## config.mk

```make
export PLATFORM = sky130hd
export DESIGN_NAME = vtv_div_step
export DESIGN_NICKNAME = d
export VERILOG_FILES = /design/src/hdl/vtv_div_step.sv
export SDC_FILE = /design/constraint.sdc
export NUM_CORES = 1
export LEC_CHECK = 0
export BUFFER_PORTS_ARGS = -buffer_cell sky130_fd_sc_hd__buf_2
export CAP_MARGIN = 20
export CORE_UTILIZATION = 55
export DETAILED_ROUTE_END_ITERATION = 16
export PLACE_DENSITY = 0.9
export SYNTH_ARGS = -nofsm -noshare
export SYNTH_HDL_FRONTEND = slang
export SYNTH_SLANG_ARGS = --single-unit
```

## constraint.sdc

```tcl
create_clock -name vclk -period 6.52
set_input_delay 0.326 -clock vclk [all_inputs]
set_output_delay 0.326 -clock vclk [all_outputs]
set_load 0.02 [all_outputs]
```

## src/hdl/vtv_div_step.sv

```systemverilog
module vtv_div_step #(
  parameter int NUM_W   = 64,
  parameter int DIV_W   = 50,
  parameter int SHIFT   = 0
) (
  input  logic [NUM_W-1:0] rem_i,
  input  logic [DIV_W-1:0] div_i,
  output logic [NUM_W-1:0] rem_o,
  output logic             bit_o
);

  // One restoring step: try to take the shifted divisor out of the remainder.
  logic [NUM_W:0] dsh;

  always_comb begin
    dsh = (NUM_W+1)'(div_i) << SHIFT;
    if ({1'b0, rem_i} >= dsh) begin
      rem_o = rem_i - dsh[NUM_W-1:0];
      bit_o = 1'b1;
    end else begin
      rem_o = rem_i;
      bit_o = 1'b0;
    end
  end

endmodule

```

==> impl_metrics.ini, run 1 <==
[cells_and_area]
n_antenna_cell = 0
footprint_of_the_multi_input_gates_mm2 = 0.00389
fin_nets = 1003
syn_to_final_growth_pct = 21.3
n_fill_cell = 647
layout_commonest_cell = sky130_fd_sc_hd__buf_2
final_layout_size_suffix_gt1_share_pct = 24.4
final_cells = 935
leading_cell_types_in_the_layout_fill_and_taps_excluded = sky130_fd_sc_hd__buf_2 (179), sky130_fd_sc_hd__a21oi_1 (105), sky130_fd_sc_hd__nor2_1 (84)
sequential_cell_area_um2 = 0
num-clock-buffers = 0
seq_cells = 0

[grt]
grt_antenna_before_repair = 0
grtUsageMet1_pct = 41.2
total_routing_usage_reported_by_global_routing_pct = 31.7
use_met2_pct = 58.1
gr_ovfl_total = 0
largest_net_degree_at_the_start_of_global_routing = 45
use_met3_pct = 1.78
globalRoute.busiestLayer = met2
via_count_of_the_first_global_routing_pass = 5097
grt_first_pass_wirelength_um = 22600

[synth]
synth_fp_nets = 851
ys.warnings.count = 0
synthDistinctLibCells = 60
post_synth.cell_area_avg_um2 = 6.22
yosys-top-cells-area = sky130_fd_sc_hd__ha_1 (15%), sky130_fd_sc_hd__a21oi_1 (12%), sky130_fd_sc_hd__nor2_1 (7.4%), sky130_fd_sc_hd__xnor2_1 (6.6%), sky130_fd_sc_hd__inv_1 (5.8%)
seq_area_frac_synth_pct = 0
netlist_instances = 686
synth.top_cell.area_share_pct = 14.7
post_synth_instance_area_mm2 = 0.00426
synthDominantAreaCellType = sky130_fd_sc_hd__ha_1

[floorplanning]
initial_utilization_pct = 57.9
core_area_mm2 = 0.00737
floorplan.io_pins = 179
dieArea_mm2 = 0.00811
horizontal_die_dimension_um = 90.1
fp-row-count = 31
die_y_um = 90.1

[sta]
finalHoldViolations = 0
final_period_minus_worst_setup_slack_ns = 4.55
slew_violations = 0
final_min_period_over_clock_period_pct = 69.8
slew-limit-headroom_pct = 48.5
achievable-frequency_mhz = 220
setup_violations = 0
fin_setup_tns_ns = 0
setup_repair_after_global_routing_missed_its_margin = false
max_slew.worst_pin.slew_ns = 0.768

[placement]
port_buffers = 179
detailed_place_hpwl_um = 11600
place_congestion = 1.01
dp.cells = 935

[cts]
cts-hold-fix-buffers = 0
cts_repair_resized_insts = 0
post-cts-setup-buffers = 0

[critical_path]
timing.critical_path.slowest_cell_delay_ns = 0.54
timing.critical_path.max_delay_family = buffers and inverters
slowest_stage = sky130_fd_sc_hd__or4_1
cp-start-kind = primary input
crit_type = primary input to primary output
worstPathCellList = buf_2 > inv_1 > ha_1 > nand4_1 > or3_1 > or4_1 > o211ai_1 > a31oi_1 > o21ai_4 > buf_4 > buf_4 > mux2_2 > buf_2
highest_net_fanout_along_the_worst_path = 44
cp_data_arrival_time_ns = 4.22
endpoint_type_of_the_worst_setup_path = primary output
timing.critical_path.buf_inv = 5
crit_required_ns = 6.19

[routing]
antenna_violating_nets_post_route = 0
drtPass1Iterations = 5
drt_iter0_drcs = 327
wirelength_um = 13800
post-route-drc-count = 0
routed_wire_length_per_instance_um = 14.7
routed_via_density = 6.00
via_count = 5614

[pwr]
worst_ir_drop_vdd_v = 0.0000762
power.leakage_nw = 2.65
power_per_cell_area_mw_per_mm2 = 120

[status]
status = completed

[flow_run]
maxCapViolCount = 0

[min_path]
min_path_type = primary input to primary output
[tightest hold or removal path: stages]
cell,delay (ns)
sky130_fd_sc_hd__buf_2,0.10
sky130_fd_sc_hd__xnor2_1,0.07
sky130_fd_sc_hd__buf_2,0.15
[metrics by stage]
step | utilization (%) | power [W] | setup WS (ns) | hold WS, ns | instance area, µm²
after floorplan | - | 0.000429 | 3.04 | 0.780 | 4260
after global placement | 70.2 | 0.000599 | 2.16 | 0.954 | 5170
after detailed placement | 70.2 | 0.000607 | 2.02 | 0.962 | 5170
after CTS | 70.2 | 0.000611 | 2.00 | 0.966 | 5170
after global routing | 70.2 | 0.000670 | 1.70 | 0.983 | 5170
final | 70.2 | 0.000618 | 1.97 | 0.968 | 5170
[cell type report]
| type | count | share of cell area (%) |
|---|---|---|
| Multi-Input combinational cell | 589 | 75.2 |
| Inverter | 66 | 4.79 |
| Tap cell | 99 | 2.40 |
| Timing Repair Buffer | 181 | 17.6 |
[cell families (layout without fill, tap and decap cells)]
kind of cell	count (synthesis)	in the layout	share of synthesized area, %
xor gates and xnor gates	55	55	11.3
buffers and inverters	97	247	8.98
AOI/OAI and AO/OA	245	245	35.8
and+or+nand+nor	225	225	25.3
adders and majority gates	51	51	15.1
muxes	13	13	3.43
[metal layers]
metal	routed length [µm]	part of all wire [%]
met5	0	0
met4	172	1.3
met3	963	7.0
met2	6620	48
met1	6000	44
[Yosys cell counts (12+ instances only)]
cell type / count
sky130_fd_sc_hd__mux2_2: 13
sky130_fd_sc_hd__inv_1: 66
sky130_fd_sc_hd__xor2_1: 23
sky130_fd_sc_hd__xnor2_1: 32
sky130_fd_sc_hd__a21o_1: 25
sky130_fd_sc_hd__buf_2: 15
sky130_fd_sc_hd__nand4_1: 19
sky130_fd_sc_hd__ha_1: 50
sky130_fd_sc_hd__clkbuf_1: 14
sky130_fd_sc_hd__o21ai_0: 35
sky130_fd_sc_hd__nor2_1: 84
sky130_fd_sc_hd__nand2_1: 48
sky130_fd_sc_hd__nor3_1: 16
sky130_fd_sc_hd__a211oi_1: 14
sky130_fd_sc_hd__nand3_1: 12
sky130_fd_sc_hd__a21oi_1: 105
[path summary, 6_finish.rpt]
path / from / to / depth (start not counted)
max: div_i[29] / rem_o[4] / 13
min: rem_i[62] / rem_o[62] / 3
[power breakdown]
part | switching (W) | internal, W | total, W
combinational | 0.000376 | 0.000243 | 0.000618
clock | 0 | 0 | 0
sequential | 0 | 0 | 0
total | 0.000376 | 0.000243 | 0.000618
Note: power is estimated with default switching activity, not from simulation.
==> run 2: changes to the inputs <==
--- a/config.mk
+++ b/config.mk
@@ -7,9 +7,9 @@
 export LEC_CHECK = 0
 export BUFFER_PORTS_ARGS = -buffer_cell sky130_fd_sc_hd__buf_2
 export CAP_MARGIN = 20
-export CORE_UTILIZATION = 55
+export CORE_UTILIZATION = 47
 export DETAILED_ROUTE_END_ITERATION = 16
-export PLACE_DENSITY = 0.9
+export PLACE_DENSITY = 0.82
 export SYNTH_ARGS = -nofsm -noshare
 export SYNTH_HDL_FRONTEND = slang
 export SYNTH_SLANG_ARGS = --single-unit
==> constraint.sdc (replaced) <==
create_clock -name vclk -period 3.85
set_input_delay 0.1925 -clock vclk [all_inputs]
set_output_delay 0.1925 -clock vclk [all_outputs]
set_load 0.02 [all_outputs]
==> run 2 against run 1 <==
- routed wire length down 5.6%
- largest cell class unchanged
- worst setup slack worse by 1.7 ns
- cell area rose by 2.8%
- die area up 17%
- power grew 70%
- clock-buffer cell count unchanged
- sequential share of layout area unchanged
- flip-flop and latch count stayed put
==> impl_metrics.ini, run 2 (synthesis results as in run 1) <==
[sta]
final_min_period_over_clock_period_pct = 93.8
achievable-frequency_mhz = 277
fin_setup_tns_ns = 0
finalHoldViolations = 0
slew-limit-headroom_pct = 51.4
worst_slack_ns = 0.238
final_period_minus_worst_setup_slack_ns = 3.61
max_slew.worst_pin.slew_ns = 0.728
setup_repair_after_global_routing_missed_its_margin = false
slew_violations = 0
setup_violations = 0

[min_path]
timing.hold.worst_path_depth = 3
min_path_type = primary input to primary output
min_from = rem_i[58]
worstHoldEndpoint = rem_o[58]

[floorplanning]
horizontal_die_dimension_um = 97.3
die_y_um = 97.3
initial_utilization_pct = 48.7
dieArea_mm2 = 0.00946
floorplan.io_pins = 179
fp-row-count = 34
core_area_mm2 = 0.00876

[pwr]
worst_ir_drop_vdd_v = 0.0000926
sequentialPowerShare_pct = 0
comb_power_share_pct = 100.0
power.leakage_nw = 2.73
switching_power_w = 0.000626
cellInternalPower_w = 0.000423
power_per_cell_area_mw_per_mm2 = 197
pwr-share-clk_pct = 0
power_switching_share_pct = 59.7

[cts]
cts-hold-fix-buffers = 0
post-cts-setup-buffers = 0

[critical_path]
cp-start-kind = primary input
critPathLaunch = rem_i[31]
highest_net_fanout_along_the_worst_path = 37
endpoint_type_of_the_worst_setup_path = primary output
crit_type = primary input to primary output
cp_data_arrival_time_ns = 3.42
crit_required_ns = 3.66

[placement]
dpl-instance-area_mm2 = 0.00531
detailed_place_hpwl_um = 11000
placement.setup.worst_slack_ns = 0.239
dp.cells = 959
place_congestion = 0.993
port_buffers = 179

[grt]
grt_first_pass_wirelength_um = 21700
grt_antenna_before_repair = 0
gr_ovfl_total = 0
largest_net_degree_at_the_start_of_global_routing = 45
total_routing_usage_reported_by_global_routing_pct = 26.0
via_count_of_the_first_global_routing_pass = 4968

[cells_and_area]
n_antenna_cell = 0
seq_cells = 0
syn_to_final_growth_pct = 24.6
layout.core_utilization_pct = 60.6
final_cells = 959
layout_commonest_cell = sky130_fd_sc_hd__buf_2
leading_cell_types_in_the_layout_fill_and_taps_excluded = sky130_fd_sc_hd__buf_2 (179), sky130_fd_sc_hd__a21oi_1 (105), sky130_fd_sc_hd__nor2_1 (84)
sequential_cell_area_um2 = 0
fin_nets = 1018
num-clock-buffers = 0
stdcell_area_mm2 = 0.00531
final_layout_size_suffix_gt1_share_pct = 25.9

[routing]
drtPass1Iterations = 5
routed_via_density = 5.83
drt_iter0_drcs = 396
routed_wire_length_per_instance_um = 13.5
wirelength_um = 13000
via_count = 5593
post-route-drc-count = 0
antenna_violating_nets_post_route = 0

[status]
status = completed

[flow_run]
maxCapViolCount = 0
[run 2: metal layers]
layer,track usage [%],vias up,wire length (µm)
met3,1.87,20,919
li1,-,2817,-
met2,46.6,250,6040
met1,34.8,2506,5830
met4,3.28,0,194
met5,0,-,0
[run 2: layout make-up]
class / count / area [µm²]
Timing Repair Buffer: 196 / 1040
Fill cell: 903 / 3450
Tap cell: 108 / 135
Inverter: 66 / 248
Multi-Input combinational cell: 589 / 3890
[run 2: power groups by stage]
| stage | Clock [W] | Sequential, W | Combinational (W) |
|---|---|---|---|
| global placement | 0 | 0 | 0.00103 |
| global route | 0 | 0 | 0.00114 |
| CTS | 0 | 0 | 0.00104 |
| detailed placement | 0 | 0 | 0.00104 |
| finish | 0 | 0 | 0.00105 |
| floorplan | 0 | 0 | 0.000726 |
[run 2: critical path, cell delays in order]
cell and delay [ns]:
sky130_fd_sc_hd__buf_2 0.11, sky130_fd_sc_hd__ha_1 0.39, sky130_fd_sc_hd__nand4_1 0.20, sky130_fd_sc_hd__or3_1 0.45, sky130_fd_sc_hd__or4_1 0.53, sky130_fd_sc_hd__o211ai_1 0.10
sky130_fd_sc_hd__a31oi_1 0.11, sky130_fd_sc_hd__o21ai_4 0.37, sky130_fd_sc_hd__buf_4 0.43, sky130_fd_sc_hd__mux2_2 0.38, sky130_fd_sc_hd__buf_2 0.16
[run 2: worst max path at each step]
stage                      endpoint  slack, ns  cells after the start
after floorplan           rem_o[61]       0.64                     12
after global placement    rem_o[55]       0.28                     12
after detailed placement  rem_o[55]       0.24                     12
after CTS                 rem_o[55]       0.21                     12
after global routing      rem_o[55]      0.009                     12
final                     rem_o[31]       0.24                     11
[run 2: stage by stage]
stage	hold WS [ns]	power [W]
after floorplan	0.513	0.000726
after global placement	0.683	0.00103
after detailed placement	0.681	0.00104
after CTS	0.686	0.00104
after global routing	0.705	0.00114
final	0.687	0.00105
[run 2: what timing repair did]
action	CTS	global route
gates resized for setup	0	2
hold endpoints to repair	0	0
endpoints found under the setup margin	0	15
